**config.mk**
```make
export PLATFORM = sky130hd
export DESIGN_NAME = lbp_queue
export DESIGN_NICKNAME = d
export VERILOG_FILES = /design/src/rtl/lbp_pkg.sv /design/src/rtl/lbp_queue.sv
export SDC_FILE = /design/constraint.sdc
export NUM_CORES = 1
export LEC_CHECK = 0
export CAP_MARGIN = 5
export CELL_PAD_IN_SITES_DETAIL_PLACEMENT = 1
export CELL_PAD_IN_SITES_GLOBAL_PLACEMENT = 1
export CORE_ASPECT_RATIO = 1.5
export CORE_MARGIN = 2
export CORE_UTILIZATION = 49
export DETAILED_ROUTE_END_ITERATION = 16
export DONT_BUFFER_PORTS = 1
export PLACE_DENSITY_LB_ADDON = 0.3
export SYNTH_ARGS = -nofsm -noshare
export SYNTH_HDL_FRONTEND = slang
export SYNTH_SLANG_ARGS = --single-unit
```
**constraint.sdc**
```tcl
create_clock -name i_clk -period 2 [get_ports i_clk]
set_input_delay 0.1 -clock i_clk [delete_from_list [all_inputs] [get_ports i_clk]]
set_output_delay 0.1 -clock i_clk [all_outputs]
set_load 0.01 [all_outputs]
```
**src/rtl/lbp_pkg.sv**
```systemverilog
`timescale 1ns / 1ps
package lbp_pkg;

    localparam int MAX_WIDTH   = 1024;
    localparam int PIXEL_BITS  = 8;
    localparam int COL_BITS    = $clog2(MAX_WIDTH);
    localparam int WIDTH_BITS  = 11;
    localparam int HEIGHT_BITS = 13;
    localparam int OUT_ROW_BITS = HEIGHT_BITS;
    // input row may run ahead of the output row by up to two rows
    localparam int IN_ROW_BITS = HEIGHT_BITS + 1;
    localparam int CODE_BITS   = 8;
    localparam int QUEUE_DEPTH = 4;
    localparam int QPTR_BITS   = $clog2(QUEUE_DEPTH);
    localparam int APB_ADDR_BITS = 3;
    localparam int APB_DATA_BITS = 32;

    localparam logic REG_IDX_WIDTH  = 1'b0;
    localparam logic REG_IDX_HEIGHT = 1'b1;

    localparam logic REQ_PIXEL = 1'b0;
    localparam logic REQ_FLUSH = 1'b1;

    typedef logic [PIXEL_BITS-1:0]  t_pix;
    typedef logic [COL_BITS-1:0]    t_col;
    typedef logic [WIDTH_BITS-1:0]  t_width;
    typedef logic [HEIGHT_BITS-1:0] t_height;

    // one classified item on its way from front to back
    typedef struct packed {
        t_col       col;
        t_pix       pix;
        logic       emit;
        logic       last;
        logic [8:0] nb_mask;   // window positions inside the image, centre bit clear
    } t_job;

endpackage

```
**src/rtl/lbp_queue.sv**
```systemverilog
`timescale 1ns / 1ps
module lbp_queue
    import lbp_pkg::*;
(
    input  logic i_clk,
    input  logic i_rst_n,
    input  logic i_push_vld,
    input  t_job i_push_job,
    output logic o_push_rdy,
    output logic o_pop_vld,
    output t_job o_pop_job,
    input  logic i_pop_rdy
);

    t_job                 r_mem [QUEUE_DEPTH];
    logic [QPTR_BITS-1:0] r_wr_ptr;
    logic [QPTR_BITS-1:0] r_rd_ptr;
    logic [QPTR_BITS:0]   r_count;
    logic                 push;
    logic                 pop;

    assign o_push_rdy = (r_count != (QPTR_BITS + 1)'(QUEUE_DEPTH));
    assign o_pop_vld  = (r_count != '0);
    assign o_pop_job  = r_mem[r_rd_ptr];
    assign push       = i_push_vld && o_push_rdy;
    assign pop        = o_pop_vld && i_pop_rdy;

    always_ff @(posedge i_clk) begin
        if (push) begin
            r_mem[r_wr_ptr] <= i_push_job;
        end
    end

    always_ff @(posedge i_clk) begin
        if (!i_rst_n) begin
            r_wr_ptr <= '0;
            r_rd_ptr <= '0;
            r_count  <= '0;
        end else begin
            if (push) begin
                r_wr_ptr <= r_wr_ptr + QPTR_BITS'(1);
            end
            if (pop) begin
                r_rd_ptr <= r_rd_ptr + QPTR_BITS'(1);
            end
            case ({push, pop})
                2'b10:   r_count <= r_count + (QPTR_BITS + 1)'(1);
                2'b01:   r_count <= r_count - (QPTR_BITS + 1)'(1);
                default: r_count <= r_count;
            endcase
        end
    end

endmodule

```
-- Word level (Yosys, flattened, before mapping)
Memory sizes are Yosys's and may differ from the RTL's. A register that Yosys moved wholly into a read port is not among the register bits.
Cells that the tools add are included.
- output and inout port bits: 31
- bits in registers: 7
- bits in writable memories: 116
- memories kept: 1
- input port bits: 33
- multiplexer cells: 5
- reductions and logical operators: 4
- $add $sub $neg: 4
- eq/ne operators: 3
- memories (memory ; words ; width ; read ports ; clocked after memory_dff ; wr ports ; line ; source):
    r_mem ; 4 ; 29 ; 1 ; 1 ; 1 ; lbp_queue.sv:15 ; t_job r_mem [QUEUE_DEPTH];
- operators by type and width (cell ; count):
    $pmux 3 s2 ; 1
    $add 2x1->2 const B ; 2
    $mux 2 ; 2
    $add 3x1->3 const B ; 1
    $ne 3x3->1 const B ; 1
    $reduce_bool 3->1 ; 1
    $sub 3x1->3 const B ; 1
    $eq 2x1->1 const B ; 1
    $eq 2x2->1 const B ; 1
    $logic_and 1x1->1 ; 2
    $mux 1 ; 2
    $reduce_bool 2->1 ; 1

-- Longest topological paths before layout
Gate-level depths: netlist of run 1.
- depth after elaboration: 4
- mapped depth: 9
- depth with buffers taken out: 9

-- Least setup slack after synthesis of run 1
Ideal clock, no wire load.
- path type: register to register
- start: reg r_count[1]
- end: reg r_count[2]
- stages on the path, launching flop included: 10
- slack: 0.106 ns
- period minus slack after synthesis: 1.894 ns
- data arrival time: 1.819 ns
- path through: dfxtp_1 > nor2_1 > a21boi_2 > inv_1 > ha_1 > inv_1 > fa_1 > xor2_1 > or3_1 > a21boi_0
- cells in the longest elaborated chain, start to end: 4
- elaborated cells between the ends (all ways): 10
- those cells by class: add/sub: 2; eq/ne: 3; mux: 1; reduce/logical: 4
- RTL lines (item ; line ; source):
    start, declared ; lbp_queue.sv:18 ; logic [QPTR_BITS:0] r_count;
    start signal, assigned ; lbp_queue.sv:47 ; 2'b10: r_count <= r_count + (QPTR_BITS + 1)'(1);
    start signal, assigned ; lbp_queue.sv:48 ; 2'b01: r_count <= r_count - (QPTR_BITS + 1)'(1);
    start signal, assigned ; lbp_queue.sv:49 ; default: r_count <= r_count;
    $ne 3x3->1 or $reduce_bool 3->1 (tied branches) ; lbp_queue.sv:22, lbp_queue.sv:23 ;
    $logic_and 1x1->1 (on tied branches) ; lbp_queue.sv:25, lbp_queue.sv:26 ;
    $eq 2x1->1 or $eq 2x2->1 (tied branches) ; lbp_queue.sv:46 ; case ({push, pop})
    $pmux 3 s2 or $reduce_bool 2->1 (tied branches) ; -- ;
Parallel ways exist; a longest one is shown, timed or not.
A chain may end at the register's enable or synchronous reset.

-- Worst setup path in the final report of run 1
Ends and elaborated chain as after synthesis.

==> key figures, run 1 <==
Run status
  • Outcome: completed

Global route
  • Vias in the first global route: 2,427
  • Gr usage total: 0.197
  • First-pass GRT wire length: 14,300 µm
  • Largest net degree at the start of global routing: 21
  • Antenna violations before repair: 1
  • Total gr overflow: 0

CTS
  • Clock Tree Buf Depth: 2
  • Worst skew pair latency: 410 ps
  • TritonCTS clock tree: built
  • Reg clk slew, reported paths: 60 ps
  • CTS Buf Count: 17
  • Clk Tree Root Cell: clkbuf_16
  • Clk sinks: 125
  • Htree depth: 4

Yosys
  • Top_reg_cell synth: edfxtp_1
  • Post-synth ARST share: 0
  • Syn Nets: 242
  • Largest family of logic cells by synthesized area: multiplexers
  • Post-synth EDFFs: 116
  • Adder-cell share of the synthesized area: 0.0177
  • Seq cells post-synth: 125
  • Syn avg cell area: 23.0 µm²
  • Synth Area in Compound Gates: 0.00990
  • Count leader, synth: edfxtp_1
  • Synthesized instance count: 203
  • Multiplexer area fraction after synthesis: 0.145
  • Mapped Area: 4680 µm²
  • Synth area leader: edfxtp_1
  • Xor/xnor share of the synthesized area: 0.00749
  • Top cell type's share of synthesized area: 0.745
  • Post-synth top cells: edfxtp_1 (116), mux4_2 (28), dfxtp_1 (9)
  • Syn. warnings: 0
  • Seq/Total Area, Yosys: 0.783
  • Synth unique cells: 25
  • Synth area leaders: edfxtp_1 (74%), mux4_2 (13%), dfxtp_1 (3.9%)
  • Post-Synth Simple-Gate Area: 0.0203

Finish
  • Storage cell area: 3670 µm²
  • Area Overhead vs Synth: 24.0%
  • Multi-input gate area: 948 µm²
  • Layout fillers: 779
  • Share of cells above drive strength 1: 0.303
  • Nets: 300
  • Final non-filler cell total: 387

Placement
  • DPL Wire Length: 5740 µm
  • Placer Congestion: 0.658
  • Pre-CTS WS: -160 ps
  • Placed insts: 322
  • I/O Buffers: 0

STA
  • Max_slew headroom: 0.754
  • RSZ-0062 raised after global routing: true
  • Worst-Margin Slew: 363 ps
  • Final Hold Vio Count: 0
  • Fin. max-slew vios: 0
  • Final worst setup slack: 62.3 ps
  • Tmin final: 1940 ps
  • Setup Skew: 9.41 ps
  • Fin crit share: 0.969
  • Max Clk Rate: 0.516 GHz
  • Fin Setup TNS: 0 ps
  • Final setup vio count: 0

Floorplanning
  • Die area: 10,400 µm²
  • I/O Pins: 64
  • Starting Density: 0.506
  • Rows: 43
  • Die Ht: 124 µm
  • Die X: 83.8 µm
  • Core area: 9250 µm²

Detailed routing
  • Wirelength per Cell: 24.2 µm
  • WL final: 9370 µm
  • Routed Antenna Nets: 0
  • Vias: 2,169
  • Residual DRC: 0
  • Vias/cell: 5.60
  • 1st-iter DRT viols: 130
  • Router iterations before antenna repair: 4

Setup path
  • CP required: 2330 ps
  • Crit path capture type: register
  • Setup crit start kind: register
  • Reg-to-Reg End: r_count[2]$_SDFFE_PN0P_
  • Critical Path AT: 2270 ps
  • R2R cell count: 9
  • Reg-to-reg slack, setup: 60 ps
  • Kind of critical path: reg -> reg
  • Crit path max fanout: 6
  • FF-to-FF Start: r_count[1]$_SDFFE_PN0P_
  • Critical path origin: r_count[1]$_SDFFE_PN0P_

Power and ir drop
  • Peak VDD IR: 0.863 mV
  • Leakage: 1.90 nW
  • Power, Total: 7.72 mW
  • Total power divided by cell area: 1330 nW/µm²

Job
  • Max_cap viols: 0

Min path
  • WHS Endpoint: r_rd_ptr[1]$_SDFFE_PN0P_
  • Min-Delay Path Class: in -> reg
  • Hold depth: 3
  • Min-delay src: i_pop_rdy
## area by class of cell
class                           instances  share of cell area
Antenna cell                            1            0.000431
Clock buffer                           17              0.0734
Multi-Input combinational cell         65               0.164
Tap cell                              112              0.0242
Inverter                                6             0.00388
Sequential cell                       125               0.633
Clock inverter                         15              0.0244
Timing Repair Buffer                   46              0.0768
## critical path: stages (launching register included)
cell,delay [ps]
dfxtp_4,370
nor2_4,120
a21boi_2,80
inv_1,60
ha_2,190
inv_1,60
fa_2,330
xor2_1,160
or3_1,320
a21boi_1,160
## cells by family (layout without fill, tap and decap cells)
logic type      count (synthesis)  after routing
flops                         125            125
mux                            31             31
simple gates                   18             18
buf+inv                        13             84
fa+ha+maj                       6              6
compound gates                  6              6
xor+xnor                        4              4
other cells                     0              1
## metrics by stage
stage	hold slack [ps]	utilization	instance area (µm²)
2_1_floorplan	199	-	4680
3_3_place_gp	199	0.529	4890
3_5_place_dp	199	0.529	4890
4_1_cts	64.3	0.625	5780
5_1_grt	133	0.627	5800
6_report	73.8	0.627	5800
## sequential cells by signal (all words and copies together), names as in the netlist, named ones only
name and cells:
r_wr_ptr 2, r_mem 116, r_rd_ptr 2, r_count 3
## placed cells by master, fill, tap and decap left out, types with 4 or more instances in the layout
master,Yosys,routed
clkbuf_16,0,17
inv_1,6,6
clkinvlp_4,0,5
edfxtp_1,116,116
nand2_1,6,6
clkinv_4,0,4
dlygate4sd3_1,0,30
inv_6,0,4
dfxtp_1,9,5
mux4_2,28,28
and2_1,7,7
buf_4,1,14
ha_1,5,4
## metal layers
layer / wire length [µm] / global-route usage / vias up
met5: 0 / 0 / -
met4: 199 / 0.0958 / 0
met3: 343 / 0.0583 / 16
met2: 5330 / 0.350 / 68
met1: 3500 / 0.216 / 1132
li1: - / - / 953
## worst max path at each step
| stage | to | slack (ps) | cells after the start |
|---|---|---|---|
| floorplan | r_count[2]$_SDFFE_PN0P_ | 110 | 9 |
| global placement | r_count[2]$_SDFFE_PN0P_ | 130 | 9 |
| detailed placement | r_count[2]$_SDFFE_PN0P_ | -160 | 9 |
| CTS | r_count[2]$_SDFFE_PN0P_ | 4 | 7 |
| global route | r_count[2]$_SDFFE_PN0P_ | -30 | 9 |
| finish | r_count[2]$_SDFFE_PN0P_ | 60 | 9 |
## repair_timing
| action | 4_1_cts | 5_1_grt |
|---|---|---|
| hold buffers | 30 | 0 |
| pin swaps | 2 | 2 |
| endpoints found under the hold margin | 125 | 0 |
| endpoints found under the setup margin | 1 | 1 |
| gates resized for setup | 7 | 3 |
| setup buffers | 1 | 1 |
## power by group
part / internal (mW) / total (mW) / switching (mW) / leakage [nW]
combinational: 0.723 / 1.53 / 0.812 / 0.500
clock: 1.72 / 2.88 / 1.16 / 0.261
sequential: 3.17 / 3.30 / 0.133 / 1.14
total: 5.62 / 7.72 / 2.10 / 1.90
(Power assumes the default switching activity.)
==> run 2, diff against run 1 <==
Settings changed: ABC_AREA set to 1, CORE_UTILIZATION 49 to 47, GPL_TIMING_DRIVEN set to 0.
==> run 2 against run 1 <==
Setup slack better by 58 ps. Via count up 40%. Worst hold slack better by 320 ps. Critical path type is now reg -> out. Critical endpoint is now o_pop_job[26]. Largest cell class unchanged.
==> key figures, run 2 <==
Floorplanning
  • Die X: 89.0 µm (+6.2%)
  • Die Ht: 132 µm (+6.3%)
  • Rows: 46 (+7.0%)
  • I/O Pins: 64 (unchanged)
  • Starting Density: 0.481 (-0.0244)
  • Die area: 11,700 µm² (+13%)
  • Core area: 10,600 µm² (+14%)

Yosys
  • Mapped Area: 5090 µm² (+8.9%)
  • Seq cells post-synth: 125 (unchanged)
  • Post-synth top cells: edfxtp_1 (116), o21ai_0 (58), nor2_1 (38)
  • Syn Nets: 388 (+60%)
  • Post-synth EDFFs: 116 (unchanged)
  • Seq/Total Area, Yosys: 0.719 (-0.0640)
  • Synthesized instance count: 349 (+72%)
  • Synth area leader: edfxtp_1
  • Syn. warnings: 0 (unchanged)
  • Synth unique cells: 22 (-12%)
  • Top cell type's share of synthesized area: 0.684 (-0.0609)
  • Top_reg_cell synth: edfxtp_1
  • Post-synth ARST share: 0 (unchanged)
  • Syn avg cell area: 14.6 µm² (-37%)
  • Count leader, synth: edfxtp_1
  • Synth area leaders: edfxtp_1 (68%), o21ai_0 (5.7%), o22ai_2 (4.9%)

STA
  • Tmin final: 1880 ps (-58.1 ps)
  • Setup Skew: 11.6 ps (+2.15 ps)
  • Worst-Margin Slew: 595 ps (+231 ps)
  • Fin. max-slew vios: 0 (unchanged)
  • Final setup vio count: 0 (unchanged)
  • Final Hold Vio Count: 0 (unchanged)
  • Fin crit share: 0.940 (-0.0290)
  • Max_slew headroom: 0.603 (-0.151)
  • RSZ-0062 raised after global routing: false
  • Max Clk Rate: 0.532 GHz (+3.1%)

Detailed routing
  • Vias: 3,029 (+40%)
  • Vias/cell: 5.40 (-3.7%)
  • WL final: 11,700 µm (+25%)
  • Wirelength per Cell: 20.9 µm (-14%)
  • 1st-iter DRT viols: 125 (-3.8%)
  • Residual DRC: 0 (unchanged)
  • Router iterations before antenna repair: 4 (unchanged)
  • Routed Antenna Nets: 0 (unchanged)

Setup path
  • Critical Path AT: 1780 ps (-490 ps)
  • CP required: 1900 ps (-430 ps)
  • FF-to-FF Start: r_count[1]$_SDFFE_PN0P_
  • Reg-to-reg slack, setup: 150 ps (+90 ps)
  • Reg-to-Reg End: r_count[2]$_SDFFE_PN0P_
  • Crit path max fanout: 10 (+4)
  • Crit path capture type: output port
  • Setup crit start kind: register
  • R2R cell count: 12 (+3)
  • Critical Path End: o_pop_job[26]
  • Kind of critical path: reg -> out

Power and ir drop
  • Psw: 2.46 mW (+17%)
  • Sequential power share: 0.370 (-0.058)
  • Combinational Power Share: 0.223 (+0.024)
  • Leakage: 2.21 nW (+16%)
  • Sw frac: 0.283 (+0.0101)
  • Part of the power in the clock network: 0.407 (+0.034)
  • Total power divided by cell area: 1350 nW/µm² (+1.2%)
  • Internal power: 6.25 mW (+11%)
  • Peak VDD IR: 0.808 mV (-6.4%)

Placement
  • I/O Buffers: 0 (unchanged)
  • DPL Wire Length: 7230 µm (+26%)
  • Placed insts: 497 (+54%)
  • Placer Congestion: 0.702 (+6.6%)

Finish
  • Nets: 443 (+48%)
  • Largest register FFs: 116 (unchanged)
  • Register name with the most flops: r_mem
  • Final non-filler cell total: 561 (+45%)
  • Leading cell types in the layout, fill and taps excluded: edfxtp_1 (116), o21ai_0 (58), nor2_1 (34)
  • Top flop regs: r_mem x116, r_count x3
  • Area Overhead vs Synth: 26.8%
  • Share of cells above drive strength 1: 0.271 (-0.0319)
  • Ant. Diodes: 0 (-1)
  • Leading cell type in the layout, fill and taps excluded: edfxtp_1
  • Final design utilization: 0.610 (-0.0165)

CTS
  • CTS Buf Count: 17 (unchanged)
  • Reg clk slew, reported paths: 50 ps (about the same)
  • Clk Tree Root Cell: clkbuf_16
  • Worst skew pair latency: 410 ps (about the same)
  • TritonCTS clock tree: built
  • Clock Tree Buf Depth: 2 (unchanged)
  • Clk sinks: 125 (unchanged)
  • Htree depth: 4 (unchanged)

Global route
  • Vias in the first global route: 3,334 (+37%)
  • Largest net degree at the start of global routing: 19 (-9.5%)
  • First-pass GRT wire length: 17,500 µm (+22%)
  • Total gr overflow: 0 (unchanged)
  • Gr usage total: 0.210 (+0.0132)
  • Antenna violations before repair: 0 (-1)

Min path
  • Min-Delay Path Class: in -> reg

Run status
  • Outcome: completed

Job
  • Max_cap viols: 0 (unchanged)
## run 2: how the worst min path moves through the flow
| stage | startpoint | end | slack (ps) | cells past startpoint |
|---|---|---|---|---|
| detailed placement | i_push_job[17] | r_mem[0][17]$_DFFE_PP_ | 200 | 0 |
| global placement | i_push_job[28] | r_mem[0][28]$_DFFE_PP_ | 200 | 0 |
| finish | i_push_job[0] | r_mem[2][0]$_DFFE_PP_ | 400 | 1 |
| floorplan | i_push_job[0] | r_mem[0][0]$_DFFE_PP_ | 200 | 0 |
| global route | i_push_job[18] | r_mem[1][18]$_DFFE_PP_ | 400 | 1 |
| CTS | i_push_job[3] | r_mem[0][3]$_DFFE_PP_ | 370 | 1 |
## run 2: cell families after synthesis
family,Yosys count,synth area share
compound gates,94,0.124
fa+ha+maj,6,0.0162
buf+inv,36,0.0393
flops,125,0.719
simple gates,88,0.101
## run 2: layout make-up
cell class,count,area [µm²]
clock buffers,22,494
plain buffers,18,133
well taps,144,180
inverters,18,67.6
flip-flops and latches,125,3660
fillers,1026,4130
repair buffers,36,430
multi-input cells,188,1290
clock inverters,10,206
## run 2: power groups by stage
stage | sequential [mW] | clock, mW | combinational [mW]
2_1_floorplan | 3.24 | 0 | 1.33
3_3_place_gp | 3.27 | 0 | 1.71
3_5_place_dp | 3.26 | 0 | 1.85
4_1_cts | 3.21 | 3.59 | 1.96
5_1_grt | 3.24 | 3.69 | 2.12
6_report | 3.22 | 3.55 | 1.94
## run 2: routing by layer
metal  part of all wire  track usage  vias up
met5                  0            0        -
met1               0.38        0.224     1531
met3              0.048       0.0616       24
met4              0.025        0.106        0
met2               0.55        0.364       83
li1                   -            -     1391
## run 2: timing repair
action / in CTS / in global routing
resized for setup: 1 / 4
hold buffers: 32 / 0
endpoints found under the hold margin: 125 / 0
setup endpoints to repair: 1 / 1
cloned: 0 / 0
buffers inserted: 0 / 0
## run 2: critical path, stage by stage, from the launching register on
cell      delay, ps
dfxtp_1         390
clkbuf_1        390
o21ai_0         280
o22ai_2         310
## run 2: stage by stage
stage	setup WS (ps)	power, mW	cell area (µm²)	setup TNS, ps	hold WS, ps
floorplan	-257	4.57	5090	-29760	199
detailed placement	-73.3	5.12	5420	-73.3	199
CTS	3.52	8.76	6440	0	372
finish	120	8.71	6460	0	396
global route	19.4	9.04	6460	0	399
global placement	-1370	4.98	5280	-156260	199
