$ cat src/rtl/lbp_pkg.sv
`timescale 1ns / 1ps
package lbp_pkg;

    localparam int MAX_WIDTH   = 1024;
    localparam int PIXEL_BITS  = 8;
    localparam int COL_BITS    = $clog2(MAX_WIDTH);
    localparam int WIDTH_BITS  = 11;
    localparam int HEIGHT_BITS = 13;
    localparam int OUT_ROW_BITS = HEIGHT_BITS;
    // input row may run ahead of the output row by up to two rows
    localparam int IN_ROW_BITS = HEIGHT_BITS + 1;
    localparam int CODE_BITS   = 8;
    localparam int QUEUE_DEPTH = 4;
    localparam int QPTR_BITS   = $clog2(QUEUE_DEPTH);
    localparam int APB_ADDR_BITS = 3;
    localparam int APB_DATA_BITS = 32;

    localparam logic REG_IDX_WIDTH  = 1'b0;
    localparam logic REG_IDX_HEIGHT = 1'b1;

    localparam logic REQ_PIXEL = 1'b0;
    localparam logic REQ_FLUSH = 1'b1;

    typedef logic [PIXEL_BITS-1:0]  t_pix;
    typedef logic [COL_BITS-1:0]    t_col;
    typedef logic [WIDTH_BITS-1:0]  t_width;
    typedef logic [HEIGHT_BITS-1:0] t_height;

    // one classified item on its way from front to back
    typedef struct packed {
        t_col       col;
        t_pix       pix;
        logic       emit;
        logic       last;
        logic [8:0] nb_mask;   // window positions inside the image, centre bit clear
    } t_job;

endpackage

$ cat src/rtl/lbp_if.sv
`timescale 1ns / 1ps
interface lbp_in_if;
    import lbp_pkg::*;
    logic valid;
    logic ready;
    logic req_type;
    t_pix pixel_value;

    modport source (output valid, output req_type, output pixel_value, input ready);
    modport sink (input valid, input req_type, input pixel_value, output ready);
endinterface


$ cat src/rtl/lbp_front.sv
`timescale 1ns / 1ps
module lbp_front
    import lbp_pkg::*;
(
    input  logic        i_clk,
    input  logic        i_rst_n,
    input  t_width      i_width,
    input  t_height     i_height,
    lbp_in_if.sink      i_in,
    output logic        o_push_vld,
    output t_job        o_push_job,
    input  logic        i_push_rdy
);

    logic [COL_BITS-1:0]     r_in_col, n_in_col;
    logic [IN_ROW_BITS-1:0]  r_in_row, n_in_row;
    logic [COL_BITS-1:0]     r_out_col, n_out_col;
    logic [OUT_ROW_BITS-1:0] r_out_row, n_out_row;

    t_width            w_eff;
    t_height           h_eff;
    logic              accept;
    logic              drop;
    logic              flush;
    logic              emit;
    logic              last;
    logic [WIDTH_BITS-1:0]  in_col_inc;
    logic [WIDTH_BITS-1:0]  out_col_inc;
    logic [HEIGHT_BITS-1:0] out_row_inc;
    logic              top_ok, bot_ok, left_ok, right_ok;

    // effective geometry: zero counts as one, width saturates
    always_comb begin
        if (i_width == '0) begin
            w_eff = WIDTH_BITS'(1);
        end else if (i_width > WIDTH_BITS'(MAX_WIDTH)) begin
            w_eff = WIDTH_BITS'(MAX_WIDTH);
        end else begin
            w_eff = i_width;
        end
        h_eff = (i_height == '0) ? HEIGHT_BITS'(1) : i_height;
    end

    assign i_in.ready = i_push_rdy;
    assign accept     = i_in.valid && i_push_rdy;
    assign flush      = (i_in.req_type == REQ_FLUSH);
    assign drop       = flush && (r_in_row == '0) && (r_in_col == '0);
    assign emit       = (r_in_row >= IN_ROW_BITS'(2))
                     || ((r_in_row == IN_ROW_BITS'(1)) && (r_in_col != '0));

    assign in_col_inc  = WIDTH_BITS'(r_in_col) + WIDTH_BITS'(1);
    assign out_col_inc = WIDTH_BITS'(r_out_col) + WIDTH_BITS'(1);
    assign out_row_inc = HEIGHT_BITS'(r_out_row) + HEIGHT_BITS'(1);
    assign last        = (out_row_inc >= h_eff) && (out_col_inc >= w_eff);

    assign top_ok   = (r_out_row != '0);
    assign bot_ok   = (out_row_inc < h_eff);
    assign left_ok  = (r_out_col != '0);
    assign right_ok = (out_col_inc < w_eff);

    always_comb begin
        o_push_job.col  = r_in_col;
        o_push_job.pix  = (flush || ({1'b0, r_in_row} >= (IN_ROW_BITS + 1)'(h_eff)))
                        ? '0 : i_in.pixel_value;
        o_push_job.emit = emit;
        o_push_job.last = last;
        o_push_job.nb_mask = {bot_ok & right_ok, bot_ok, bot_ok & left_ok,
                              right_ok, 1'b0, left_ok,
                              top_ok & right_ok, top_ok, top_ok & left_ok};
    end

    assign o_push_vld = i_in.valid && !drop;

    always_comb begin
        n_in_col  = r_in_col;
        n_in_row  = r_in_row;
        n_out_col = r_out_col;
        n_out_row = r_out_row;
        if (accept && !drop) begin
            if (in_col_inc >= w_eff) begin
                n_in_col = '0;
                n_in_row = r_in_row + IN_ROW_BITS'(1);
            end else begin
                n_in_col = in_col_inc[COL_BITS-1:0];
            end
            if (emit) begin
                if (last) begin
                    n_in_col  = '0;
                    n_in_row  = '0;
                    n_out_col = '0;
                    n_out_row = '0;
                end else if (out_col_inc >= w_eff) begin
                    n_out_col = '0;
                    n_out_row = out_row_inc[OUT_ROW_BITS-1:0];
                end else begin
                    n_out_col = out_col_inc[COL_BITS-1:0];
                end
            end
        end
    end

    always_ff @(posedge i_clk) begin
        if (!i_rst_n) begin
            r_in_col  <= '0;
            r_in_row  <= '0;
            r_out_col <= '0;
            r_out_row <= '0;
        end else begin
            r_in_col  <= n_in_col;
            r_in_row  <= n_in_row;
            r_out_col <= n_out_col;
            r_out_row <= n_out_row;
        end
    end

endmodule

$ cat src/flat_wrapper.sv
// flat-port wrapper written by rule: the top's interface ports become plain ports
module lbp_front_flat import lbp_pkg::*;
  (i_clk, i_rst_n, i_width, i_height, o_push_vld, o_push_job, i_push_rdy, i_in_valid, i_in_req_type, i_in_pixel_value, i_in_ready);
  lbp_in_if i_in_i ();
  input  logic i_clk;
  input  logic i_rst_n;
  input  t_width i_width;
  input  t_height i_height;
  output logic o_push_vld;
  output t_job o_push_job;
  input  logic i_push_rdy;
  input wire logic [$bits(i_in_i.valid)-1:0] i_in_valid;
  input wire logic [$bits(i_in_i.req_type)-1:0] i_in_req_type;
  input wire logic [$bits(i_in_i.pixel_value)-1:0] i_in_pixel_value;
  output wire logic [$bits(i_in_i.ready)-1:0] i_in_ready;
  assign i_in_i.valid = i_in_valid;
  assign i_in_i.req_type = i_in_req_type;
  assign i_in_i.pixel_value = i_in_pixel_value;
  assign i_in_ready = i_in_i.ready;
  lbp_front u_core (.i_clk(i_clk), .i_rst_n(i_rst_n), .i_width(i_width), .i_height(i_height), .i_in(i_in_i), .o_push_vld(o_push_vld), .o_push_job(o_push_job), .i_push_rdy(i_push_rdy));
endmodule
$ cat config.mk
export PLATFORM = sky130hd
export DESIGN_NAME = lbp_front_flat
export DESIGN_NICKNAME = d
export VERILOG_FILES = /design/src/rtl/lbp_pkg.sv /design/src/rtl/lbp_if.sv /design/src/rtl/lbp_front.sv /design/src/flat_wrapper.sv
export SDC_FILE = /design/constraint.sdc
export NUM_CORES = 1
export LEC_CHECK = 0
export BUFFER_PORTS_ARGS = -buffer_cell sky130_fd_sc_hd__buf_2
export CAP_MARGIN = 20
export CORE_MARGIN = 2
export CORE_UTILIZATION = 45
export DETAILED_ROUTE_END_ITERATION = 12
export HOLD_SLACK_MARGIN = 0.15
export PLACE_DENSITY = 0.7
export SYNTH_ARGS = -nofsm -noshare
export SYNTH_HDL_FRONTEND = slang
export SYNTH_SLANG_ARGS = --single-unit
$ cat constraint.sdc
create_clock -name i_clk -period 4.18 [get_ports i_clk]
set_input_delay 0.209 -clock i_clk [delete_from_list [all_inputs] [get_ports i_clk]]
set_output_delay 0.209 -clock i_clk [all_outputs]
set_load 0.05 [all_outputs]
# Word level (Yosys, flattened, before mapping)
# Cells that the tools add are included.
[classes]
n_mux = 14
eq_ne = 1
order_cmp = 8
bitwise = 4
reduce_logical = 20
add_sub_neg = 4
[op_table]
columns = ["operator", "n"]
rows = [
  ["$mux W10", 5],
  ["$mux W14", 3],
  ["$mux W13", 3],
  ["$add A10 B1 Y11 const B", 2],
  ["$ge A11 B11 Y1", 2],
  ["$mux W11", 2],
  ["$reduce_bool A10 Y1", 2],
  ["$add A14 B1 Y14 const B", 1],
  ["$eq A14 B1 Y1 const B", 1],
  ["$ge A14 B13 Y1", 1],
  ["$ge A14 B2 Y1 const B", 1],
  ["$logic_not A14 Y1", 1],
  ["$add A13 B1 Y13 const B", 1],
  ["$ge A13 B13 Y1", 1],
  ["$logic_not A13 Y1", 1],
  ["$lt A13 B13 Y1", 1],
  ["$reduce_bool A13 Y1", 1],
  ["$gt A11 B11 Y1 const B", 1],
  ["$logic_not A11 Y1", 1],
  ["$lt A11 B11 Y1", 1],
  ["$logic_not A10 Y1", 1],
  ["$mux W8", 1],
  ["$logic_and A1 B1 Y1", 7],
  ["$and A1 B1 Y1", 4],
  ["5 further kinds", 6],
]
[totals]
reg_bits = 47
word_cells = 55
output_inout_bits = 31
in_bits = 37

# Longest topological paths before layout
# Gate-level depths: netlist of run 1.
[logic_depth]
ltp_word = 7
mapped_depth = 17
ltp_nobuf = 14

# Worst setup path after synthesis of run 1
# OpenSTA, ideal clock, no wires.
[synth_timing]
path_kind = "reg-to-output"
startpoint = "register u_core.r_out_row[0]"
endpoint = "output o_push_job[6] (netlist bit)"
path_stages_with_launch = 15
n_path_buf = 2
t_arrival_ps = 3248
path_slack_ps = 723
cell_sequence = "dfxtp_1 ha_1 and3_1 buf_2 nand2_1 or2_1 clkbuf_1 nor3_1 xor2_1 ha_1 nand4_1 nor2_1 o31a_1 a211o_1 nor2_1"
[synth_rtl]
columns = ["item", "line_no", "text"]
rows = [
  ["start, declared", "lbp_front.sv:18", "logic [OUT_ROW_BITS-1:0] r_out_row, n_out_row;"],
  ["start signal, assigned", "lbp_front.sv:112", "r_out_row <= n_out_row;"],
  ["end, declared", "flat_wrapper.sv:10", "output t_job o_push_job;"],
]

==> flow_results.org, run 1 <==
** Global routing
- GRT overflow :: 0
- Pin count of the biggest net entering global routing :: 39
- Global-route wire length before repair :: 16700 microns
- Initial antenna violation count :: 0
- The number of global-route vias before repair was 3665.
- For this run, the total global-route usage over all layers was measured as 0.200.

** Finish
- The net count of the finished layout is 678.
- The repair_antennas step left the layout with diodes totalling 0.
- The library cells used most frequently in the layout, excluding fill and tap cells, are nand2_1, buf_2, ha_1.
- Final std cells w/o fill :: 692
- In the final layout, flip-flops and latches occupy 941 sq um.
- After routing the design area is 4570 sq um.
- Summing all multi-input logic gate instances after layout gives 2900 sq um.
- Area growth from synthesis to layout :: 11.0%
- The layout has 861 filler cells.
- Fraction of final layout cells with drive strength greater than 1 :: 0.151

** STA
- The number of endpoints with negative hold slack in the final report came to 0.
- The worst pin sits at a relative slew slack of 0.542.
- In the finished design, the share of the clock period the worst path needs comes to 0.945.
- Fmax :: 253 MHz
- The tightest hold path in the finished design has a slack of 0.450 ns.
- Setup repair after global routing could not meet its margin everywhere.
- At the pin with the least slew margin, the transition time is 0.686 ns.
- Final setup violation count :: 0
- Across the routed clock network, the largest skew measured is 0.00766 ns.
- Final-report max-slew violation count :: 0
- Final critical-path required period :: 3.95 ns

** Placed design
- Input/output buffers :: 66
- Detailed placement finished with a half-perimeter wire length of 7910 microns.
- The congestion estimate from routability-driven global placement came to 0.872.
- Post-placement cell count :: 684
- After detailed placement, the total cell area comes to 4470 sq um.

** Yosys
- Synthesis produced a netlist whose cell count is 534.
- The most used flip-flop cell after synthesis is dfxtp_1.
- EDFF count, synth :: 0
- Warning count from the yosys run :: 0
- In the synthesized netlist the async set-or-reset flop fraction comes to 0.
- Counting distinct cell types in the post-synthesis netlist gives 60.
- Post-Syn Area per Cell :: 7.70 sq um
- The synthesized netlist occupies a cell area of 4110 sq um.
- Flops & latches, synth :: 47
- Synthesis produced a netlist with a net count of 629.
- Sequential-to-total area share from yosys stat :: 0.229

** Floorplanning
- The core region is 8810 sq um.
- For this configuration, the core starts out at a cell density of 0.467.
- Row cnt :: 34
- Area enclosed by the die boundary :: 9920 sq um
- I/O Pins :: 68
- The floorplan step set the die height to 99.6 microns.
- Die width :: 99.6 microns

** Route
- The routed design has 10000 microns of wire.
- For this run, design rule violations remaining after detail routing come to 0.
- Post-DR wirelength/cell :: 14.4 microns
- Vias/cell :: 5.65
- Iter 0 DRT Violations :: 147
- The count of nets left with antenna violations once routing finished came out at 0.
- The first detailed-routing pass took 4 iterations.
- Across all layers, the routed design uses 3912 vias.

** Worst setup path
- STA classifies the critical path startpoint as a flip-flop.
- STA puts the critical path data required time at 3.97 ns.
- In this run the worst path has a maximum fanout of 6.
- STA classifies the critical path endpoint as a primary output.
- Class of the most critical setup path :: reg2out
- For the worst setup path, the data arrival time is 3.74 ns.
- Cells on worst reg2reg path :: 14

** Job
- Max-capacitance violation count :: 0

** Clock network
- Clock insertion delay at the later pin of the skew report :: 0.30 ns
- Gates resized, CTS repair :: 0
- Clock-pin slew was measured on the worst setup and hold paths at 0.09 ns.
- The clock passes through at most 2 buffers.
- TritonCTS clock tree :: yes
- Hold repair after CTS inserted 0 buffers.
- In this run the number of H-tree levels came out at 2.
- TritonCTS sink count :: 47
- Cts bufs inserted :: 5
- The tree is rooted in a clkbuf_8.

** Power and ir drop
- After layout, the design draws a total of 0.891 mW.
- Leak pwr :: 2.16 nW
- Of the total power, combinational logic draws 0.151.
- For this design the ratio of total power to cell area is 195 nW/um^2.
- The analysis attributes to net switching a power of 0.246 mW.
- Maximum vdd ir drop :: 120 uV
- Proportion of power drawn by flip-flops and latches :: 0.505
- Internal power of the cells :: 0.646 mW
- Of the total power, the share spent switching nets is 0.276.
- Clock share of power :: 0.344

** Worst hold path
- Min-Delay Path Class :: in2reg
- Along the worst hold path, the cell count comes to 4.

** Outcome
- Result of the run :: completed
through the flow:
| stage | setup slack, ns | util | TNS (ns) |
|---|---|---|---|
| floorplan | 0.723 | - | 0 |
| global placement | 0.527 | 0.507 | 0 |
| detailed placement | 0.364 | 0.507 | 0 |
| CTS | 0.252 | 0.519 | 0 |
| global route | -0.0196 | 0.519 | -0.0255 |
| finish | 0.231 | 0.519 | 0 |
critical path, cell delays in order (launching register included):
cell,delay [ns]
dfxtp_1,0.44
ha_1,0.27
and3_1,0.28
nand2_1,0.07
or2_1,0.28
nor3_1,0.24
xor2_1,0.12
ha_1,0.35
nand4_1,0.15
nor4_2,0.38
a211o_1,0.23
a2bb2oi_1,0.29
buf_2,0.34
cell type report:
cell class	instances	share of cell area
multi-input cells	425	0.635
clock buffers	8	0.0219
well taps	108	0.0296
inverters	33	0.0271
repair buffers	71	0.0805
flip-flops and latches	47	0.206
sequential cells by signal, indices dropped and copies added (netlist names):
signal and count:
u_core.r_in_col 10, u_core.r_in_row 14, u_core.r_out_col 10, u_core.r_out_row 13
cell usage after synthesis, types with 3 or more instances:
cell      instances  share of area
xor2_1           21          0.045
a21boi_0         12          0.022
a21oi_1          25          0.030
nand2_1          66          0.060
clkbuf_1         18          0.016
a21o_1            8          0.015
buf_4             8          0.015
inv_1            32          0.029
nand4_1           9          0.014
nor2b_1           5         0.0076
and4_1            3         0.0064
nand3_1          39          0.047
o211ai_1          5         0.0091
nor3b_1           5         0.0091
o21ai_0          19          0.023
ha_1             58           0.18
nor3_1           10          0.012
and2_1            8          0.012
nor4_1           12          0.018
nand3b_1          3         0.0055
dfxtp_1          47           0.23
a22o_1            6          0.013
nor2_1           38          0.035
nand4b_1          7          0.015
xnor2_1          16          0.034
and3_1           15          0.023
worst paths after layout:
path,start,endpoint,slack (ns)
max,u_core.r_out_row[0]$_SDFFE_PN0P_,o_push_job[9],0.23
min,i_push_rdy,u_core.r_in_row[1]$_SDFFE_PN0P_,0.45
min reg2reg,u_core.r_out_row[11]$_SDFFE_PN0P_,u_core.r_out_row[11]$_SDFFE_PN0P_,0.51
max reg2reg,u_core.r_out_row[0]$_SDFFE_PN0P_,u_core.r_in_col[6]$_SDFFE_PN0P_,0.30
kinds of logic after synthesis:
kind of cell,Yosys count,synth area share
buf+inv,62,0.0663
compound gates,97,0.158
simple gates,231,0.289
flops,47,0.229
other cells,1,0.000912
mux,1,0.00243
xor+xnor,37,0.0788
fa+ha+maj,58,0.176
power groups by stage:
stage          clock network (mW)  logic [mW]  registers (mW)
2_1_floorplan                   0      0.0884           0.463
3_3_place_gp                    0       0.129           0.460
3_5_place_dp                    0       0.134           0.461
4_1_cts                     0.318       0.135           0.450
5_1_grt                     0.336       0.148           0.450
6_report                    0.307       0.135           0.450
layer usage:
metal	up-vias	share of wire	global-route usage
li1	1985	-	-
met1	1860	0.48	0.265
met2	61	0.48	0.348
met3	6	0.031	0.0274
met4	0	0.0094	0.0443
met5	-	0	0
timing repair:
item / CTS / global route
endpoints found under the hold margin: 0 / 0
setup endpoints to repair: 0 / 2
setup buffers: 0 / 0
Note: power is estimated with default switching activity, not from simulation.
==> run 2: changes to the inputs <==
--- a/config.mk
+++ b/config.mk
@@ -5,12 +5,13 @@
 export SDC_FILE = /design/constraint.sdc
 export NUM_CORES = 1
 export LEC_CHECK = 0
-export BUFFER_PORTS_ARGS = -buffer_cell sky130_fd_sc_hd__buf_2
+export BUFFER_PORTS_ARGS = -buffer_cell sky130_fd_sc_hd__clkbuf_2
 export CAP_MARGIN = 20
 export CORE_MARGIN = 2
 export CORE_UTILIZATION = 45
 export DETAILED_ROUTE_END_ITERATION = 12
 export HOLD_SLACK_MARGIN = 0.15
+export MAX_ROUTING_LAYER = met4
 export PLACE_DENSITY = 0.7
 export SYNTH_ARGS = -nofsm -noshare
 export SYNTH_HDL_FRONTEND = slang
==> run 2 against run 1 <==
Clock power is 12% lower; cell count decreased by 0.29%; setup slack improved by 0.047 ns; die area unchanged; worst hold slack worse by 0.021 ns; maximum frequency is 1.2% higher; routed wire length down 1.8%; clock skew up 0.0034 ns; critical path type unchanged; largest power group unchanged.
==> flow_results.org, run 2 (synthesized netlist as in run 1, its figures left out) <==
** Route
- Total via count after detailed routing :: 3847 (was 3912)
- The detail-routed via count per cell came to 5.58 (was 5.65).
- The final wirelength was 9820 microns (was 10000 microns).
- The remaining antenna violation count after routing was 0 (unchanged).
- Post-detailed-route DRC marker count :: 0 (unchanged)
- First-pass iteration count of the detailed router :: 4 (unchanged)
- The routed wirelength normalized by instance count was 14.2 microns (was 14.4 microns).
- The number of violations reported at the end of detailed-routing iteration 0 was 135 (was 147).

** Finish
- The register with the highest flop count was u_core.r_in_row (unchanged).
- Number of nets in the layout :: 678 (unchanged)
- Flip-flop count of the largest register, all copies and words added :: 14 (unchanged)
- The share of layout cells above drive strength 1 is 0.148 (was 0.151).
- The filler-free cell count of the finished design came to 690 (was 692).
- Area growth from synthesis to layout :: 10.4% (was 11.0%)
- The number of antenna repair diodes was 0 (unchanged).
- Largest registers :: u_core.r_in_row (14), u_core.r_out_row (13) (unchanged)
- Commonest cells after routing, fill and taps aside :: nand2_1, clkbuf_2, ha_1 (was nand2_1, buf_2, ha_1)
- The fill cell total of the finished layout came to 836 (was 861).
- The design area is 4540 sq um (was 4570 sq um).
- Final core utilization :: 0.516 (was 0.519)

** Worst hold path
- The worst hold path class was in2reg (unchanged).
- Hold path depth :: 4 (unchanged)

** Worst setup path
- The element type at the critical path start is a flip-flop (unchanged).
- Crit path required time :: 3.97 ns (about the same)
- Largest driver fanout on the critical path :: 6 (unchanged)
- Data arrival at the endpoint of the critical path :: 3.69 ns (was 3.74 ns)
- Class of the most critical setup path :: reg2out (unchanged)
- Capturing element type of the critical path :: primary output (unchanged)
- The cell count of the worst reg-to-reg path is 14 (unchanged).

** Floorplanning
- The die outline area came to 9920 sq um (unchanged).
- The number of core rows came to 34 (unchanged).
- The die boundary height was 99.6 microns (unchanged).
- Die width :: 99.6 microns (unchanged)
- I/O Pins :: 68 (unchanged)
- Initial core utilization :: 0.467 (unchanged)
- Core ar. :: 8810 sq um (unchanged)

** Placed design
- Post-placement cell count :: 684 (unchanged)
- Input/output buffers :: 66 (unchanged)
- The detailed placer's ending HPWL was 7840 microns (was 7910 microns).
- The placer congestion estimate came to 0.886 (was 0.872).
- Cell area reported after detailed placement :: 4470 sq um (unchanged)

** Job
- Max-capacitance violation count :: 0 (unchanged)

** STA
- The transition time of the tightest slew-check pin came to 0.698 ns (was 0.686 ns).
- Slew margin rel. :: 0.534 (was 0.542)
- Unrepaired setup endpoints after global routing :: no (was yes)
- The count of pins over their slew limit came to 0 (unchanged).
- The total negative setup slack is 0 ns (unchanged).
- The part of the cycle the worst path needs is 0.934 (was 0.945).
- Number of hold violations in the final report :: 0 (unchanged)
- Final critical-path required period :: 3.90 ns (was 3.95 ns)
- Maximum clock skew at final layout :: 0.0111 ns (was 0.00766 ns)
- Final setup violation count :: 0 (unchanged)
- The final-layout worst hold slack was 0.429 ns (was 0.450 ns).
- Fmax :: 256 MHz (was 253 MHz)

** Clock network
- TritonCTS clock tree :: yes (unchanged)
- The clock insertion delay at the later pin of the skew report is 0.31 ns (was 0.30 ns).
- The total number of H-tree levels came to 2 (unchanged).
- The count of hold buffers inserted by post-cts repair came to 0 (unchanged).
- Clock input transition at the sequential cells of the worst setup and hold paths :: 0.09 ns (about the same)
- The number of buffers added for setup after CTS came to 0 (unchanged).
- Cell chosen for the clock root :: clkbuf_8 (unchanged)
- Cts bufs inserted :: 5 (unchanged)
- TritonCTS sink count :: 47 (unchanged)
- The number of resized instances in the post-cts repair step is 0 (unchanged).
- Longest Clk Path Bufs :: 2 (unchanged)

** Global routing
- Pin count of the biggest net entering global routing :: 39 (unchanged)
- Vias in the first global route :: 3529 (was 3665)
- Initial antenna violation count :: 0 (unchanged)
- The final global-route overflow total is 0 (unchanged).
- Total track usage :: 0.204 (was 0.200)
- Global-route wire length before repair :: 16500 microns (was 16700 microns)

** Power and ir drop
- Maximum vdd ir drop :: 115 uV (was 120 uV)
- The static leakage power is 2.14 nW (was 2.16 nW).
- The power density relative to cell area was 188 nW/um^2 (was 195 nW/um^2).

** Outcome
- Result of the run: completed (unchanged).
[run 2: power by group]
part | leakage, nW | internal, mW | switching (mW) | total (mW)
Clock | 0.0371 | 0.112 | 0.157 | 0.269
Sequential | 0.378 | 0.448 | 0.00170 | 0.450
Combinational | 1.72 | 0.0458 | 0.0882 | 0.134
[run 2: layout make-up]
| cell class | count | area [sq um] | area share |
|---|---|---|---|
| Multi-Input combinational cell | 425 | 2900 | 0.639 |
| Sequential cell | 47 | 941 | 0.207 |
| Timing Repair Buffer | 71 | 368 | 0.0810 |
| Clock buffer | 6 | 72.6 | 0.0160 |
| Tap cell | 108 | 135 | 0.0298 |
| Inverter | 33 | 124 | 0.0273 |
[run 2: worst paths after layout]
path / startpoint / to / slack (ns)
worst max-delay path: u_core.r_out_row[0]$_SDFFE_PN0P_ / o_push_job[9] / 0.28
worst min-delay path: i_push_rdy / u_core.r_in_row[1]$_SDFFE_PN0P_ / 0.43
worst max register to register: u_core.r_out_row[0]$_SDFFE_PN0P_ / u_core.r_in_col[6]$_SDFFE_PN0P_ / 0.33
worst min register to register: u_core.r_out_row[11]$_SDFFE_PN0P_ / u_core.r_out_row[11]$_SDFFE_PN0P_ / 0.50
[run 2: layer usage]
metal	track usage	share of wire	vias to the layer above
met1	0.272	0.49	1795
met4	0.0516	0.013	0
met2	0.329	0.47	64
li1	-	-	1980
met5	-	0	-
met3	0.0281	0.026	8
[run 2: through the flow]
stage / worst slack (ns) / power [mW]
final: 0.278 / 0.853
after global routing: 0.000231 / 0.890
after CTS: 0.286 / 0.859
after detailed placement: 0.373 / 0.595
after global placement: 0.526 / 0.590
after floorplan: 0.723 / 0.552
[run 2: worst max-delay path: stages, from the launching register on]
cell	delay, ns
dfxtp_1	0.43
ha_1	0.25
and3_1	0.28
nand2_1	0.07
or2_1	0.27
nor3_1	0.23
xor2_1	0.12
ha_1	0.35
nand4_1	0.13
nor4_2	0.37
a211o_1	0.22
a2bb2oi_1	0.31
clkbuf_2	0.36
==> run 3: changes to the inputs <==
--- a/config.mk
+++ b/config.mk
@@ -9,6 +9,7 @@
 export CAP_MARGIN = 20
 export CORE_MARGIN = 2
 export CORE_UTILIZATION = 45
+export CTS_BUF_LIST = sky130_fd_sc_hd__clkbuf_8
 export DETAILED_ROUTE_END_ITERATION = 12
 export HOLD_SLACK_MARGIN = 0.15
 export MAX_ROUTING_LAYER = met4
==> run 3 against run 2 <==
Sequential cell count unchanged; combinational power about the same; clock power decreased by 2%; total power decreased by 0.55%; sequential share of layout area unchanged; non-clock buffer count unchanged; critical path type unchanged; critical endpoint unchanged; highest routed layer unchanged.
==> flow_results.org, run 3 (synthesized netlist as in run 1, its figures left out) <==
** Clock network
- The TritonCTS clock tree was yes (unchanged).
- Cts bufs inserted :: 5 (unchanged)
- The clock sink count came to 47 (unchanged).
- The count of hold buffers inserted by post-cts repair is 0 (unchanged).
- Clock input transition at the sequential cells of the worst setup and hold paths :: 0.09 ns (about the same)
- The number of buffers on the longest clock path was 2 (unchanged).
- The buffer type at the clock tree root is clkbuf_8 (unchanged).
- The clock insertion delay at the later pin of the skew report is 0.31 ns (about the same).
- Post-CTS setup buffers :: 0 (unchanged)
- Count of H-tree levels built during CTS :: 2 (unchanged)
- The number of resized instances in the post-cts repair step came to 0 (unchanged).

** Worst setup path
- Class of the most critical setup path :: reg2out (unchanged)
- The setup slack of the most critical reg-to-reg path is 0.32 ns (was 0.33 ns).
- The endpoint arrival time on the critical path is 3.70 ns (was 3.69 ns).
- Number of buffers and inverters on the critical path :: 1 (unchanged)
- The worst-path cell with the longest stage delay is dfxtp_1 (unchanged).
- The element type at the critical path start is a flip-flop (unchanged).
- Reg2reg start :: u_core.r_out_row[0]$_SDFFE_PN0P_ (unchanged)
- Critical path cell sequence: ha_1 -> and3_1 -> nand2_1 -> or2_1 -> nor3_1 -> xor2_1 -> ha_1 -> nand4_1 -> nor4_2 -> a211o_1 -> a2bb2oi_1 -> clkbuf_2 (unchanged).
- Worst stage delay on the critical path :: 0.44 ns (was 0.43 ns)
- The most common cell type on the critical path is ha_1 (unchanged).
- Source of the critical timing path :: u_core.r_out_row[0]$_SDFFE_PN0P_ (unchanged)
- Crit path required time :: 3.97 ns (about the same)
- Family with the most delay on the worst path :: simple AND/OR/NAND/NOR gates (unchanged)
- The endpoint type of the worst setup path is a primary output (unchanged).
- Largest driver fanout on the critical path :: 6 (unchanged)

** STA
- Final setup TNS :: 0 ns (unchanged)
- The transition time of the tightest slew-check pin is 0.707 ns (was 0.698 ns).
- The relative slew slack is 0.528 (was 0.534).
- Maximum clock skew at final layout :: 0.0115 ns (was 0.0111 ns)
- The count of final setup violators came to 0 (unchanged).
- The number of endpoints with negative hold slack in the final report came to 0 (unchanged).
- The timing-limited maximum frequency came to 256 MHz (about the same).
- Period utilization :: 0.935 (was 0.934)
- Hold WS :: 0.431 ns (was 0.429 ns)
- Final critical-path required period :: 3.91 ns (was 3.90 ns)
- Unrepaired setup endpoints after global routing :: no (unchanged)
- Final-report max-slew violation count :: 0 (unchanged)

** Floorplanning
- The number of core rows is 34 (unchanged).
- The die boundary height was 99.6 microns (unchanged).
- The x dimension of the die came to 99.6 microns (unchanged).
- Initial core utilization :: 0.467 (unchanged)
- The die outline area was 9920 sq um (unchanged).
- The standard cell core area came to 8810 sq um (unchanged).
- The count of boundary I/O pins came to 68 (unchanged).

** Finish
- The number of antenna repair diodes is 0 (unchanged).
- Commonest cells after routing, fill and taps aside :: nand2_1, clkbuf_2, ha_1 (unchanged)
- Flip-flop count of the largest register, all copies and words added :: 14 (unchanged)
- The design area was 4540 sq um (unchanged).
- Largest registers: u_core.r_in_row (14), u_core.r_out_row (13) (unchanged).
- The share of layout cells above drive strength 1 was 0.148 (unchanged).
- Largest register by flop count :: u_core.r_in_row (unchanged)
- The relative area change from synthesis to final layout was 10.4% (unchanged).
- The number of nets at the end of the flow was 678 (unchanged).

** Global routing
- GRT overflow :: 0 (unchanged)
- Pin count of the biggest net entering global routing :: 39 (unchanged)
- Global-route wire length before repair :: 16500 microns (unchanged)
- Initial antenna violation count :: 0 (unchanged)
- The global-route total usage across every layer is 0.204 (unchanged).
- The number of global-route vias before repair is 3529 (unchanged).

** Route
- Post-detailed-route DRC marker count :: 0 (unchanged)
- The number of iterations in the first detailed-routing pass was 4 (unchanged).
- The remaining antenna violation count after routing came to 0 (unchanged).
- The final wirelength is 9820 microns (about the same).
- Iter 0 DRT Violations :: 135 (unchanged)
- Post-DR wirelength/cell :: 14.2 microns (about the same)
- Total via count after detailed routing :: 3867 (was 3847)
- The detail-routed via count per cell came to 5.60 (was 5.58).

** Power and ir drop
- The worst vdd rail ir drop was 115 uV (about the same).
- Sum of internal, switching and leakage power :: 0.848 mW (was 0.853 mW)
- The static leakage power came to 2.14 nW (about the same).
- Pwr Density :: 187 nW/um^2 (was 188 nW/um^2)

** Placed design
- The placer congestion estimate is 0.886 (unchanged).
- The cell area reported after detailed placement was 4470 sq um (unchanged).
- Input/output buffers :: 66 (unchanged)
- Hpwl dp :: 7840 microns (unchanged)

** Job
- The max-capacitance violation count is 0 (unchanged).

** Outcome
- Result of the run :: completed (unchanged)

** Worst hold path
- The beginning of the worst hold path is i_push_rdy (unchanged).
- The worst hold path class is in2reg (unchanged).
run 3: worst reg2reg max path, stage by stage, from the launching register on:
cell,delay [ns]
dfxtp_1,0.44
ha_1,0.25
and3_1,0.28
nand2_1,0.07
or2_1,0.27
nor3_1,0.23
xor2_1,0.23
ha_1,0.30
a21oi_1,0.13
o21ai_0,0.14
a211o_1,0.30
a2bb2oi_1,0.18
a211oi_2,0.61
a21boi_0,0.26
a21o_1,0.10
run 3: layer usage:
metal | vias to the layer above | track usage | part of all wire
met5 | - | - | 0
li1 | 1979 | - | -
met2 | 65 | 0.329 | 0.47
met1 | 1815 | 0.272 | 0.49
met4 | 0 | 0.0516 | 0.013
met3 | 8 | 0.0281 | 0.027
run 3: metrics by stage:
step | util | cells | setup slack, ns
floorplan | - | 534 | 0.723
global placement | 0.507 | 684 | 0.526
detailed placement | 0.507 | 684 | 0.373
CTS | 0.516 | 690 | 0.286
global route | 0.516 | 690 | 0.000231
finish | 0.516 | 690 | 0.272
run 3: final timing paths:
path,to,depth (start not counted)
max reg2reg,u_core.r_in_col[6]$_SDFFE_PN0P_,14
min reg2reg,u_core.r_out_row[11]$_SDFFE_PN0P_,2
max,o_push_job[9],12
min,u_core.r_in_row[1]$_SDFFE_PN0P_,4
run 3: final cells by class:
type / instances / area (sq um)
Timing Repair Buffer: 71 / 368
Inverter: 33 / 124
Sequential cell: 47 / 941
Clock inverter: 1 / 3.75
Tap cell: 108 / 135
Clock buffer: 5 / 68.8
Fill cell: 836 / 4270
Multi-Input combinational cell: 425 / 2900
run 3: report_power, final:
group | total [mW] | internal (mW) | leakage (nW) | switching, mW
Clock | 0.264 | 0.110 | 0.0413 | 0.155
Sequential | 0.450 | 0.448 | 0.378 | 0.00170
Combinational | 0.134 | 0.0458 | 1.72 | 0.0883
Total | 0.848 | 0.604 | 2.14 | 0.245
